===== src/msds_pkg.sv =====
`default_nettype none
package msds_pkg;

    localparam int EDID_BYTES_DEFAULT = 128;

    localparam int PIN_W  = 16;
    localparam int IDX_W  = 7;
    localparam int BYTE_W = 8;
    localparam int STD_W  = 3;
    localparam int EXT_W  = 6;
    localparam int CFG_IDX_W  = 1;
    localparam int CFG_DATA_W = 6;

    localparam int SCL_BIT = 12;
    localparam int SDA_BIT = 13;

    localparam logic [PIN_W-1:0] SENSE_MASK = 16'h3100;
    localparam logic [PIN_W-1:0] DIR_NONE   = 16'h0000;
    localparam logic [PIN_W-1:0] DIR_SDA    = 16'h2000;
    localparam logic [PIN_W-1:0] DIR_SCL    = 16'h1000;
    localparam logic [PIN_W-1:0] DIR_AUX    = 16'h0100;
    localparam logic [PIN_W-1:0] MULTI_DRIVE = 16'h3100;

    localparam logic [BYTE_W-1:0] DEV_MASK = 8'hFE;
    localparam logic [BYTE_W-1:0] SLAVE_ID = 8'hA0;

    localparam logic [CFG_IDX_W-1:0] CFG_STANDARD = 1'b0;
    localparam logic [CFG_IDX_W-1:0] CFG_EXTENDED = 1'b1;

    typedef enum logic [4:0] {
        PH_STOP = 5'b00001,
        PH_ACK  = 5'b00010,
        PH_DEV  = 5'b00100,
        PH_REG  = 5'b01000,
        PH_DATA = 5'b10000
    } phase_t;

endpackage
`default_nettype wire


===== src/msds_access_if.sv =====
`default_nettype none
interface msds_access_if;
    import msds_pkg::*;

    logic              valid;
    logic              ready;
    logic              op;
    logic [PIN_W-1:0]  pin_data;
    logic [PIN_W-1:0]  pin_dirs;
    logic [IDX_W-1:0]  table_index;
    logic [BYTE_W-1:0] table_byte;

    modport source (output valid, op, pin_data, pin_dirs, table_index, table_byte,
                    input ready);
    modport sink (input valid, op, pin_data, pin_dirs, table_index, table_byte,
                  output ready);
endinterface
`default_nettype wire


===== src/msds_result_if.sv =====
`default_nettype none
interface msds_result_if;
    import msds_pkg::*;

    logic             valid;
    logic             ready;
    logic [PIN_W-1:0] sense_value;

    modport source (output valid, sense_value, input ready);
    modport sink (input valid, sense_value, output ready);
endinterface
`default_nettype wire


===== src/msds_cfg_if.sv =====
`default_nettype none
interface msds_cfg_if;
    import msds_pkg::*;

    logic                  valid;
    logic                  ready;
    logic [CFG_IDX_W-1:0]  index;
    logic [CFG_DATA_W-1:0] data;

    modport source (output valid, index, data, input ready);
    modport sink (input valid, index, data, output ready);
endinterface
`default_nettype wire


===== src/monitor_sense_ddc_slave_core.sv =====
`default_nettype none
// Channel   Modport  Payload                                          Transaction
// access    sink     op, pin_data, pin_dirs, table_index, table_byte   valid & ready
// result    source   sense_value                                      valid & ready
// cfg       sink     index, data                                      valid & ready (always ready)
//
// One item per cycle unless the skid register is full; each result is registered.
// A result register plus a skid register hold up to two results under output stall;
// access.ready drops only while the skid register is full.
// EDID bytes fetched from the table memory land in its read register in the next cycle.
// rst_n resets all control state; the EDID table is undefined until loaded.
module monitor_sense_ddc_slave_core #(
    parameter int EDID_BYTES = msds_pkg::EDID_BYTES_DEFAULT
) (
    input  wire logic     clk,
    input  wire logic     rst_n,
    msds_access_if.sink   access,
    msds_result_if.source result,
    msds_cfg_if.sink      cfg
);
    import msds_pkg::*;

    localparam int PTR_W = $clog2(EDID_BYTES);

    logic [STD_W-1:0] std_code_reg;
    logic [EXT_W-1:0] ext_code_reg;

    logic              ddc_en_reg, ddc_en_next;
    logic              prior_sda_reg, prior_sda_next;
    logic              prior_scl_reg, prior_scl_next;
    phase_t            phase_reg, phase_next;
    phase_t            pba_reg, pba_next;
    logic [2:0]        bit_cnt_reg, bit_cnt_next;
    logic [BYTE_W-1:0] shift_reg, shift_next;
    logic              shift_mem_reg, shift_mem_next;
    logic [BYTE_W-1:0] dev_id_reg, dev_id_next;
    logic [BYTE_W-1:0] offset_reg, offset_next;
    logic [PTR_W-1:0]  ptr_reg, ptr_next;

    logic [BYTE_W-1:0] edid_mem [EDID_BYTES];
    logic [BYTE_W-1:0] mem_rdata_reg;
    logic              rd_en;
    logic [PTR_W-1:0]  rd_addr;
    logic              wr_en;

    logic             out_v_reg, skid_v_reg;
    logic [PIN_W-1:0] out_reg, skid_reg;
    logic [PIN_W-1:0] item_value;

    logic in_fire, out_fire;
    logic scl_in, sda_in, sda_out, magic, rose;
    logic [BYTE_W-1:0] shift_cur, shifted;
    logic [PIN_W-1:0]  legacy_value;

    assign cfg.ready     = 1'b1;
    assign access.ready  = !skid_v_reg;
    assign in_fire       = access.valid && access.ready;
    assign out_fire      = result.valid && result.ready;
    assign result.valid  = out_v_reg;
    assign result.sense_value = out_reg;

    always_ff @(posedge clk or negedge rst_n)
    begin
        if (!rst_n)
        begin
            std_code_reg <= STD_W'(6);
            ext_code_reg <= EXT_W'(43);
        end
        else if (cfg.valid)
        begin
            case (cfg.index)
                CFG_STANDARD: std_code_reg <= cfg.data[STD_W-1:0];
                CFG_EXTENDED: ext_code_reg <= cfg.data[EXT_W-1:0];
                default: ;
            endcase
        end
    end

    always_comb
    begin
        case (access.pin_dirs & SENSE_MASK)
            DIR_NONE: legacy_value = {2'b00, std_code_reg[2:1], 3'b000, std_code_reg[0], 8'h00};
            DIR_SDA:  legacy_value = {3'b000, ext_code_reg[5], 3'b000, ext_code_reg[4], 8'h00};
            DIR_SCL:  legacy_value = {2'b00, ext_code_reg[3], 4'b0000, ext_code_reg[2], 8'h00};
            DIR_AUX:  legacy_value = {2'b00, ext_code_reg[1], ext_code_reg[0], 12'h000};
            default:  legacy_value = MULTI_DRIVE;
        endcase
    end

    assign scl_in = access.pin_dirs[SCL_BIT] ? access.pin_data[SCL_BIT] : 1'b1;
    assign sda_in = access.pin_dirs[SDA_BIT] ? access.pin_data[SDA_BIT] : 1'b1;
    assign magic  = ((access.pin_dirs & SENSE_MASK) == DIR_NONE)
                 && ((access.pin_data & SENSE_MASK) == SENSE_MASK);
    assign shift_cur = shift_mem_reg ? mem_rdata_reg : shift_reg;
    assign shifted   = {shift_cur[BYTE_W-2:0], prior_sda_reg};
    assign rose      = (scl_in != prior_scl_reg) && scl_in;

    always_comb
    begin
        ddc_en_next    = ddc_en_reg;
        prior_sda_next = prior_sda_reg;
        prior_scl_next = prior_scl_reg;
        phase_next     = phase_reg;
        pba_next       = pba_reg;
        bit_cnt_next   = bit_cnt_reg;
        shift_next     = shift_reg;
        shift_mem_next = shift_mem_reg;
        dev_id_next    = dev_id_reg;
        offset_next    = offset_reg;
        ptr_next       = ptr_reg;
        rd_en          = 1'b0;
        rd_addr        = ptr_reg;
        wr_en          = 1'b0;
        sda_out        = sda_in;
        item_value     = '0;

        if (in_fire)
        begin
            if (access.op)
            begin
                wr_en = 1'b1;
            end
            else if (!ddc_en_reg || magic)
            begin
                ddc_en_next = 1'b0;
                item_value  = legacy_value;
            end
            else
            begin
                if (sda_in != prior_sda_reg)
                begin
                    if (scl_in)
                    begin
                        if (!sda_in)
                        begin
                            phase_next   = PH_DEV;
                            bit_cnt_next = '0;
                        end
                        else
                        begin
                            phase_next = PH_STOP;
                        end
                    end
                end
                else if (rose)
                begin
                    case (phase_reg)
                        PH_ACK:
                        begin
                            bit_cnt_next   = '0;
                            shift_next     = '0;
                            shift_mem_next = 1'b0;
                            case (pba_reg)
                                PH_DEV:
                                begin
                                    sda_out = ((dev_id_reg & DEV_MASK) == SLAVE_ID) ? 1'b0 : 1'b1;
                                    if (dev_id_reg[0])
                                    begin
                                        phase_next     = PH_DATA;
                                        rd_en          = 1'b1;
                                        rd_addr        = '0;
                                        ptr_next       = PTR_W'(1);
                                        shift_mem_next = 1'b1;
                                    end
                                    else
                                    begin
                                        phase_next = PH_REG;
                                    end
                                end
                                PH_REG:
                                begin
                                    phase_next = PH_DATA;
                                    sda_out    = (offset_reg != '0);
                                end
                                PH_DATA:
                                begin
                                    phase_next = PH_DATA;
                                    if (dev_id_reg[0])
                                    begin
                                        if (!sda_in)
                                        begin
                                            rd_en          = 1'b1;
                                            rd_addr        = ptr_reg;
                                            shift_mem_next = 1'b1;
                                            ptr_next = (ptr_reg == PTR_W'(EDID_BYTES - 1))
                                                     ? '0 : ptr_reg + PTR_W'(1);
                                        end
                                    end
                                    else
                                    begin
                                        sda_out = 1'b0;
                                    end
                                end
                                default: ;
                            endcase
                        end
                        PH_DEV, PH_REG:
                        begin
                            shift_next     = shifted;
                            shift_mem_next = 1'b0;
                            if (bit_cnt_reg == 3'd7)
                            begin
                                bit_cnt_next = '0;
                                pba_next     = phase_reg;
                                phase_next   = PH_ACK;
                                if (phase_reg == PH_DEV)
                                    dev_id_next = shifted;
                                else
                                    offset_next = shifted;
                            end
                            else
                            begin
                                bit_cnt_next = bit_cnt_reg + 3'd1;
                            end
                        end
                        PH_DATA:
                        begin
                            sda_out = shift_cur[3'd7 - bit_cnt_reg];
                            if (bit_cnt_reg == 3'd7)
                            begin
                                bit_cnt_next = '0;
                                pba_next     = PH_DATA;
                                phase_next   = PH_ACK;
                            end
                            else
                            begin
                                bit_cnt_next = bit_cnt_reg + 3'd1;
                            end
                        end
                        default: ;
                    endcase
                end
                prior_sda_next = sda_out;
                prior_scl_next = scl_in;
                item_value = '0;
                item_value[SDA_BIT] = sda_out;
                item_value[SCL_BIT] = scl_in;
            end
        end
    end

    always_ff @(posedge clk)
    begin
        if (wr_en)
            edid_mem[PTR_W'(access.table_index)] <= access.table_byte;
        if (rd_en)
            mem_rdata_reg <= edid_mem[rd_addr];
    end

    always_ff @(posedge clk or negedge rst_n)
    begin
        if (!rst_n)
        begin
            ddc_en_reg    <= 1'b1;
            prior_sda_reg <= 1'b1;
            prior_scl_reg <= 1'b1;
            phase_reg     <= PH_STOP;
            pba_reg       <= PH_STOP;
            bit_cnt_reg   <= '0;
            shift_reg     <= '0;
            shift_mem_reg <= 1'b0;
            dev_id_reg    <= '0;
            offset_reg    <= '0;
            ptr_reg       <= '0;
        end
        else
        begin
            ddc_en_reg    <= ddc_en_next;
            prior_sda_reg <= prior_sda_next;
            prior_scl_reg <= prior_scl_next;
            phase_reg     <= phase_next;
            pba_reg       <= pba_next;
            bit_cnt_reg   <= bit_cnt_next;
            shift_reg     <= shift_next;
            shift_mem_reg <= shift_mem_next;
            dev_id_reg    <= dev_id_next;
            offset_reg    <= offset_next;
            ptr_reg       <= ptr_next;
        end
    end

    // drain skid first, park new result in skid while output stalls
    always_ff @(posedge clk or negedge rst_n)
    begin
        if (!rst_n)
        begin
            out_v_reg  <= 1'b0;
            skid_v_reg <= 1'b0;
        end
        else if (out_fire || !out_v_reg)
        begin
            out_v_reg  <= skid_v_reg || in_fire;
            skid_v_reg <= 1'b0;
        end
        else if (in_fire)
        begin
            skid_v_reg <= 1'b1;
        end
    end

    always_ff @(posedge clk)
    begin
        if (out_fire || !out_v_reg)
            out_reg <= skid_v_reg ? skid_reg : item_value;
        else if (in_fire)
            skid_reg <= item_value;
    end

    a_skid_behind_out: assert property (@(posedge clk) disable iff (!rst_n)
        skid_v_reg |-> out_v_reg)
        else $error("skid register full while result register empty");

    a_ddc_off_sticks: assert property (@(posedge clk) disable iff (!rst_n)
        !ddc_en_reg |=> !ddc_en_reg)
        else $error("DDC mode re-enabled without reset");

    a_fetch_lands: assert property (@(posedge clk) disable iff (!rst_n)
        rd_en |=> shift_mem_reg)
        else $error("fetched EDID byte not selected as shift byte");

    a_ptr_range: assert property (@(posedge clk) disable iff (!rst_n)
        ptr_reg <= PTR_W'(EDID_BYTES - 1))
        else $error("read pointer beyond EDID table");

    a_ack_cnt_clear: assert property (@(posedge clk) disable iff (!rst_n)
        (phase_reg == PH_ACK) |-> (bit_cnt_reg == 3'd0))
        else $error("bit counter running during acknowledge");

endmodule
`default_nettype wire

===== src/flat_wrapper.sv =====
// flat-port wrapper written by rule: the top's interface ports become plain ports
module monitor_sense_ddc_slave_core_flat import msds_pkg::*;
#(
    parameter int EDID_BYTES = msds_pkg::EDID_BYTES_DEFAULT
)
  (clk, rst_n, access_valid, access_op, access_pin_data, access_pin_dirs, access_table_index, access_table_byte, access_ready, result_valid, result_sense_value, result_ready, cfg_valid, cfg_index, cfg_data, cfg_ready);
  msds_access_if access_i ();
  msds_result_if result_i ();
  msds_cfg_if cfg_i ();
  input  wire logic clk;
  input  wire logic rst_n;
  input wire logic [$bits(access_i.valid)-1:0] access_valid;
  input wire logic [$bits(access_i.op)-1:0] access_op;
  input wire logic [$bits(access_i.pin_data)-1:0] access_pin_data;
  input wire logic [$bits(access_i.pin_dirs)-1:0] access_pin_dirs;
  input wire logic [$bits(access_i.table_index)-1:0] access_table_index;
  input wire logic [$bits(access_i.table_byte)-1:0] access_table_byte;
  output wire logic [$bits(access_i.ready)-1:0] access_ready;
  output wire logic [$bits(result_i.valid)-1:0] result_valid;
  output wire logic [$bits(result_i.sense_value)-1:0] result_sense_value;
  input wire logic [$bits(result_i.ready)-1:0] result_ready;
  input wire logic [$bits(cfg_i.valid)-1:0] cfg_valid;
  input wire logic [$bits(cfg_i.index)-1:0] cfg_index;
  input wire logic [$bits(cfg_i.data)-1:0] cfg_data;
  output wire logic [$bits(cfg_i.ready)-1:0] cfg_ready;
  assign access_i.valid = access_valid;
  assign access_i.op = access_op;
  assign access_i.pin_data = access_pin_data;
  assign access_i.pin_dirs = access_pin_dirs;
  assign access_i.table_index = access_table_index;
  assign access_i.table_byte = access_table_byte;
  assign access_ready = access_i.ready;
  assign result_valid = result_i.valid;
  assign result_sense_value = result_i.sense_value;
  assign result_i.ready = result_ready;
  assign cfg_i.valid = cfg_valid;
  assign cfg_i.index = cfg_index;
  assign cfg_i.data = cfg_data;
  assign cfg_ready = cfg_i.ready;
  monitor_sense_ddc_slave_core #(.EDID_BYTES(EDID_BYTES)) u_core (.clk(clk), .rst_n(rst_n), .access(access_i), .result(result_i), .cfg(cfg_i));
endmodule

===== config.mk =====
export PLATFORM = sky130hd
export DESIGN_NAME = monitor_sense_ddc_slave_core_flat
export DESIGN_NICKNAME = d
export VERILOG_FILES = /design/src/msds_pkg.sv /design/src/msds_access_if.sv /design/src/msds_result_if.sv /design/src/msds_cfg_if.sv /design/src/monitor_sense_ddc_slave_core.sv /design/src/flat_wrapper.sv
export SDC_FILE = /design/constraint.sdc
export NUM_CORES = 1
export LEC_CHECK = 0
export ABC_CLOCK_PERIOD_IN_PS = 3400
export BUFFER_PORTS_ARGS = -buffer_cell sky130_fd_sc_hd__buf_2
export CELL_PAD_IN_SITES_DETAIL_PLACEMENT = 0
export CELL_PAD_IN_SITES_GLOBAL_PLACEMENT = 1
export CORE_AREA = 2 2 310 312
export DETAILED_ROUTE_END_ITERATION = 10
export DIE_AREA = 0 0 312 314
export GPL_TIMING_DRIVEN = 0
export PLACE_DENSITY = 0.77
export SKIP_CTS_REPAIR_TIMING = 1
export SYNTH_ARGS = -nofsm -noshare
export SYNTH_HDL_FRONTEND = slang
export SYNTH_SLANG_ARGS = --single-unit

===== constraint.sdc =====
create_clock -name clk -period 3.4 [get_ports clk]
set_input_delay 0.51 -clock clk [delete_from_list [all_inputs] [get_ports clk]]
set_output_delay 0.51 -clock clk [all_outputs]
set_load 0.05 [all_outputs]

==> results.cfg, run 1 <==
[layout]
final.fill_count = 7330
finish.net_count = 3246
areaGrowthSynthToFinish_pct = 19.6
drive_above_1_share = 0.261
post-route-cell-area_sq_um = 53800
reg_with_most_ffs = u_core.edid_mem
number_of_flip_flops_under_the_largest_register_name = 1024

[worst_setup_path]
setup.worst_path.class = flop to flop
r2r_endpoint = u_core.edid_mem[57][2]$_DFFE_PP_
category_of_the_worst_setup_path_capture_point = flop
worst-r2r-cell-count = 7
r2r-start = u_core.skid_v_reg$_DFFE_PN0P_
timing.critical_path.arrival_ns = 3.96
timing.critical_path.required_ns = 3.74
reg2reg_setup_slack_ns = -0.22
critPathLaunchType = flop
critical_path_peak_fanout = 10

[hold_path]
hold_start = cfg_data[4]
hold_class = input pin to flop
holdPathStages = 2
hold-path-endpoint = u_core.ext_code_reg[4]$_DFFE_PN0P_

[cts]
cts.clk_slew.worst_paths_ns = 0.06
clock-root-buffer = clkbuf_16
clkLatencyLatePin_ns = 0.73
tritoncts = built
cts_num_sinks = 1097
h_tree_level_count = 3
clock_path_buffers = 3
cts_buffers = 113

[yosys]
ys_ff_latch = 1097
post_synth.cell_area_avg_sq_um = 15.4
synth.top_cell.area_share = 0.692
synth_cell_types = 82
yosys.cell_count.top_type = edfxtp_1
synth_largest_area_cell = edfxtp_1
synth_cells = 2931
synth.cell_area_sq_um = 45000
synth_top_flop_cell = edfxtp_1
synth_warnings = 0
synth_async_sr_flop_share = 0.0538
synth_enable_flop_cells = 1038
synth.cells.most_frequent = edfxtp_1, nor2_1, mux2i_1
synth_sequential_area_ratio = 0.725
synth_top_cells_by_area = edfxtp_1, mux2i_1, mux4_2

[die]
num_io_pins = 79
design.core.area_sq_um = 94400
die_h_um = 314
placement_rows = 113
die_x_um = 312
initial_core_util = 0.477
design.die.area_sq_um = 98000

[global_route]
number_of_global_route_vias_before_repair = 27900
number_of_antenna_violations_at_the_first_check_in_global_routing = 6
grt.total_usage = 0.300
overflow = 0
grt_first_pass_wirelength_um = 206000
grt_start_max_net_pins = 92

[timing]
timing.fmax_mhz = 276
timing.final.crit_share = 1.06
layout_min_cycle_time_ns = 3.62
slew_headroom = 0.000653
finalSetupViolations = 287
worst_clock_skew_ns = 0.0476
report.final.hold_viol_count = 0
final_max_slew_viol_count = 0
setup_repair_after_global_routing_missed_its_margin = true
tightest_slew_ns = 1.50
final.setup.worst_slack_ns = -0.220

[outcome]
run_status = finished with violations
violations = capacitance limit, setup timing

[pwr]
power.leakage_nw = 17.8
pwr-share-clk = 0.455
power.switching_fraction = 0.207
p_per_area_nw_per_um2 = 523
power.combinational.fraction = 0.019
total_power_w = 0.0282
seq_power_share = 0.526
worst_ir_drop_vdd_mv = 0.473
intPower_w = 0.0224
p_sw_w = 0.00583

[detailed_routing]
routed_wire_length_per_instance_um = 33.1
drc = 0
detailroute.via_count = 29200
drt-pass1-iter-count = 7
drt.antenna.violating_nets = 0
violation_count_after_the_first_detailed_routing_iteration = 4471
routed_vias_inst = 6.41
routed_wl_um = 150000

[placement]
hpwlAfterDp_um = 103000
port_buffers = 37
gp_congestion = 1.10
detailed_place.area_sq_um = 47100

[flow_run]
max_cap_violations = 1
==> cells in the final DEF (no fill, tap or decap), types with 13 or more instances in the layout <==
cell and count:
a31oi_1 19, mux2i_1 191, and2_1 20, nor3_2 13, o22ai_1 51, o21ai_0 58, a211oi_1 30, buf_12 16
mux2_2 79, o311ai_4 14, o31ai_1 17, bufinv_16 17, nand2b_1 15, a21oi_2 17, o221ai_1 14, buf_2 53
nor2b_1 19, a21oi_1 157, conb_1 14, o21ai_1 13, clkinv_2 28, clkinv_1 22, nand3_1 53, clkbuf_2 25
buf_4 92, dfrtp_1 48, clkbuf_1 39, buf_6 48, inv_1 20, clkbuf_16 116, nand2_1 156, nor3_1 59
nor2_2 42, o211ai_1 31, clkbuf_4 35, nor2_1 221, mux4_2 57, edfxtp_1 1038
==> power groups by stage <==
stage | clock, W | combinational, W | sequential [W]
2_1_floorplan | 0 | 0.000139 | 0.0151
4_1_cts | 0.0129 | 0.000511 | 0.0148
5_1_grt | 0.0135 | 0.000552 | 0.0148
6_report | 0.0128 | 0.000527 | 0.0148
3_5_place_dp | 0 | 0.000510 | 0.0151
3_3_place_gp | 0 | 0.000455 | 0.0151
==> per-stage QoR <==
stage                     hold slack [ns]  cells  setup TNS, ns  utilization  worst slack, ns
after floorplan                     0.214   2943              0            -            0.146
after global placement              0.462   4245         -61.83        0.496            -1.93
after detailed placement            0.473   4254         -72.48        0.499            -1.98
after CTS                         0.00860   4467         -36.50        0.540            -1.85
after global routing               0.0320   4544         -15.62        0.570           -0.225
final                              0.0323   4547         -18.77        0.570           -0.220
==> worst max path at each step <==
stage | end | slack (ns) | start
detailed placement | u_core.mem_rdata_reg[6]$_DFFE_PP_ | -1.98 | access_pin_data[13]
finish | u_core.edid_mem[57][2]$_DFFE_PP_ | -0.22 | u_core.skid_v_reg$_DFFE_PN0P_
global placement | u_core.mem_rdata_reg[6]$_DFFE_PP_ | -1.93 | access_pin_data[13]
CTS | u_core.mem_rdata_reg[0]$_DFFE_PP_ | -1.85 | u_core.ptr_reg[1]$_DFFE_PN0P_
floorplan | u_core.mem_rdata_reg[5]$_DFFE_PP_ | 0.15 | access_pin_data[13]
global route | u_core.edid_mem[67][4]$_DFFE_PP_ | -0.23 | u_core.skid_v_reg$_DFFE_PN0P_
==> layer usage <==
layer / up-vias / share of wire / GRT usage
met5: - / 0.00028 / 0
met4: 6 / 0.058 / 0.162
met3: 427 / 0.12 / 0.0876
met2: 2015 / 0.45 / 0.453
met1: 14700 / 0.37 / 0.394
li1: 12000 / - / -
==> worst max-delay path, cell delays in order (launching register included) <==
cell and delay, ns:
dfrtp_1 0.37, buf_6 0.14, nor2b_1 0.15, nand2_1 0.07, nor2_1 0.32, nand2_1 0.57
clkbuf_1 0.76, nor2_1 0.85
==> cell families after synthesis <==
group,Yosys count,share of synthesized area
adders and majority gates,5,0.00139
xor gates and xnor gates,4,0.000778
other,2,0.000167
buffers and inverters,216,0.0226
DFF,1097,0.725
AOI/OAI and AO/OA,602,0.0899
and+or+nand+nor,674,0.0682
muxes,331,0.0916
==> area by class of cell <==
class / instances / area (sq um) / share of cell area
sequential: 1097 / 32700 / 0.607
multi-input combinational: 1630 / 13000 / 0.241
clock buffer: 125 / 2870 / 0.0534
tap: 1265 / 1580 / 0.0294
buffer: 190 / 1510 / 0.0280
timing repair buffer: 124 / 1170 / 0.0217
clock inverter: 88 / 980 / 0.0182
inverter: 25 / 111 / 0.00207
antenna: 3 / 7.51 / 0.000139
Note: power is estimated with default switching activity, not from simulation.
==> run 2, diff against run 1 <==
Settings changed: SKIP_CTS_REPAIR_TIMING 1 to not set.
==> run 2 against run 1 <==
The run ends with capacitance limit, slew limit, setup timing left; non-clock buffer count is 22 lower; largest power group unchanged; sequential power is essentially flat; first-iteration DRC count down 2.5%; fmax down 0.94%; final cell count down 0.48%; clock skew is 0.0038 ns lower; register-to-register slack lost 0.03 ns.
==> results.cfg, run 2 (same netlist as run 1, synthesis figures left out) <==
[global_route]
number_of_antenna_violations_at_the_first_check_in_global_routing = 5
grt_first_pass_wirelength_um = 208000
overflow = 0
number_of_global_route_vias_before_repair = 28100
grt_start_max_net_pins = 92
grt.total_usage = 0.302

[detailed_routing]
detailroute.via_count = 29300
routed_wl_um = 151000
detailroute.wirelength.met3_um = 18400
drt.antenna.violating_nets = 0
maxUsedRoutingLayer = met5
drc = 0
routed_vias_inst = 6.47
dr_wl_met2_um = 67400
routed_wire_length_per_instance_um = 33.3
violation_count_after_the_first_detailed_routing_iteration = 4361
detail_route.wirelength.met1_um = 55800
drt-pass1-iter-count = 8

[pwr]
total_power_w = 0.0282
worst_ir_drop_vdd_mv = 0.487
power.leakage_nw = 17.8
p_per_area_nw_per_um2 = 525
pwr-share-clk = 0.455
seq_power_share = 0.526
intPower_w = 0.0224
power.switching_fraction = 0.207
power.combinational.fraction = 0.019
p_sw_w = 0.00583

[layout]
finish.net_count = 3224
layout_commonest_cell = edfxtp_1
reg_with_most_ffs = u_core.edid_mem
number_of_flip_flops_under_the_largest_register_name = 1024
post-route-util = 0.569
drive_above_1_share = 0.258
most_frequent_cells_in_the_layout = edfxtp_1, nor2_1, mux2i_1
areaGrowthSynthToFinish_pct = 19.3

[timing]
timing.final.crit_share = 1.07
final.setup.worst_slack_ns = -0.255
timing.fmax_mhz = 274
layout_min_cycle_time_ns = 3.65
setup_repair_after_global_routing_missed_its_margin = true
report.final.hold_viol_count = 0
finalSetupViolations = 278
final_max_slew_viol_count = 11
slew_headroom = -0.0497
worst_clock_skew_ns = 0.0438
tightest_slew_ns = 1.57

[die]
placement_rows = 113
design.die.area_sq_um = 98000
initial_core_util = 0.477
num_io_pins = 79
design.core.area_sq_um = 94400
die_x_um = 312
die_h_um = 314

[flow_run]
max_cap_violations = 1

[outcome]
violations = capacitance limit, slew limit, setup timing
run_status = finished with violations

[cts]
cts.clk_slew.worst_paths_ns = 0.06
clock_path_buffers = 3
tritoncts = built
h_tree_level_count = 3
clock-root-buffer = clkbuf_16
cts_buffers = 113
cts_num_sinks = 1097
clkLatencyLatePin_ns = 0.72

[worst_setup_path]
worst-r2r-cell-count = 6
critPathLaunch = u_core.skid_v_reg$_DFFE_PN0P_
r2r_endpoint = u_core.edid_mem[67][4]$_DFFE_PP_
critical_path_peak_fanout = 10
critPathLaunchType = flop
timing.critical_path.required_ns = 3.71
category_of_the_worst_setup_path_capture_point = flop
crit_end = u_core.edid_mem[67][4]$_DFFE_PP_
timing.critical_path.arrival_ns = 3.96
setup.worst_path.class = flop to flop
r2r-start = u_core.skid_v_reg$_DFFE_PN0P_
reg2reg_setup_slack_ns = -0.25

[hold_path]
hold_class = input pin to flop

[placement]
gp_congestion = 1.10
hpwlAfterDp_um = 103000
port_buffers = 37
==> run 2: per-layer routing <==
metal	vias up	global-route usage
met2	2035	0.459
li1	12000	-
met4	10	0.162
met5	-	0
met3	449	0.0856
met1	14800	0.397
==> run 2: stage by stage <==
stage	area (sq um)	setup TNS, ns	instances	setup slack (ns)	hold slack (ns)
floorplan	45100	0	2943	0.146	0.214
global placement	46800	-61.83	4245	-1.93	0.462
detailed placement	47100	-72.48	4254	-1.98	0.473
CTS	52600	-0.235	4494	-0.0152	0.00860
global route	53700	-15.39	4523	-0.206	0.0323
finish	53700	-24.95	4525	-0.255	0.0312
==> run 2: power by group through the flow <==
stage	logic [W]	registers (W)	clock network, W
floorplan	0.000139	0.0151	0
global placement	0.000455	0.0151	0
global route	0.000553	0.0148	0.0134
finish	0.000526	0.0148	0.0128
detailed placement	0.000510	0.0151	0
CTS	0.000517	0.0148	0.0129
==> run 2: cell type report <==
type | instances | area (sq um)
Buffer | 186 | 1460
Antenna cell | 3 | 7.51
Fill cell | 7336 | 40700
Clock inverter | 88 | 980
Sequential cell | 1097 | 32700
Multi-Input combinational cell | 1630 | 12900
Inverter | 25 | 105
Tap cell | 1265 | 1580
Timing Repair Buffer | 106 | 1090
Clock buffer | 125 | 2870
==> run 2: repair_timing <==
item / in CTS / in global routing
gates cloned: 0 / 2
endpoints found under the setup margin: 133 / 340
resized for setup: 391 / 186
hold buffers: 0 / 1
setup buffers: 32 / 25
pin swaps: 40 / 57
hold endpoints to repair: 0 / 48
==> run 2: critical path: stages (launching register included) <==
cell      delay (ns)
dfrtp_1         0.37
buf_6           0.14
nor2b_1         0.15
and3_1          0.31
nand2_1         0.63
clkbuf_1        0.73
nor2_1          0.91
==> run 2: worst min-delay path by stage <==
stage / start / to / slack [ns] / cells after the start
6_report: cfg_data[3] / u_core.ext_code_reg[3]$_DFFE_PN1P_ / 0.03 / 2
5_1_grt: cfg_data[5] / u_core.ext_code_reg[5]$_DFFE_PN1P_ / 0.03 / 2
4_1_cts: cfg_data[4] / u_core.ext_code_reg[4]$_DFFE_PN0P_ / 0.009 / 2
3_5_place_dp: u_core.prior_scl_reg$_DFFE_PN1P_ / u_core.prior_scl_reg$_DFFE_PN1P_ / 0.47 / 2
3_3_place_gp: u_core.prior_scl_reg$_DFFE_PN1P_ / u_core.prior_scl_reg$_DFFE_PN1P_ / 0.46 / 2
2_1_floorplan: rst_n / u_core.bit_cnt_reg[0]$_DFFE_PN0P_ / 0.21 / 0
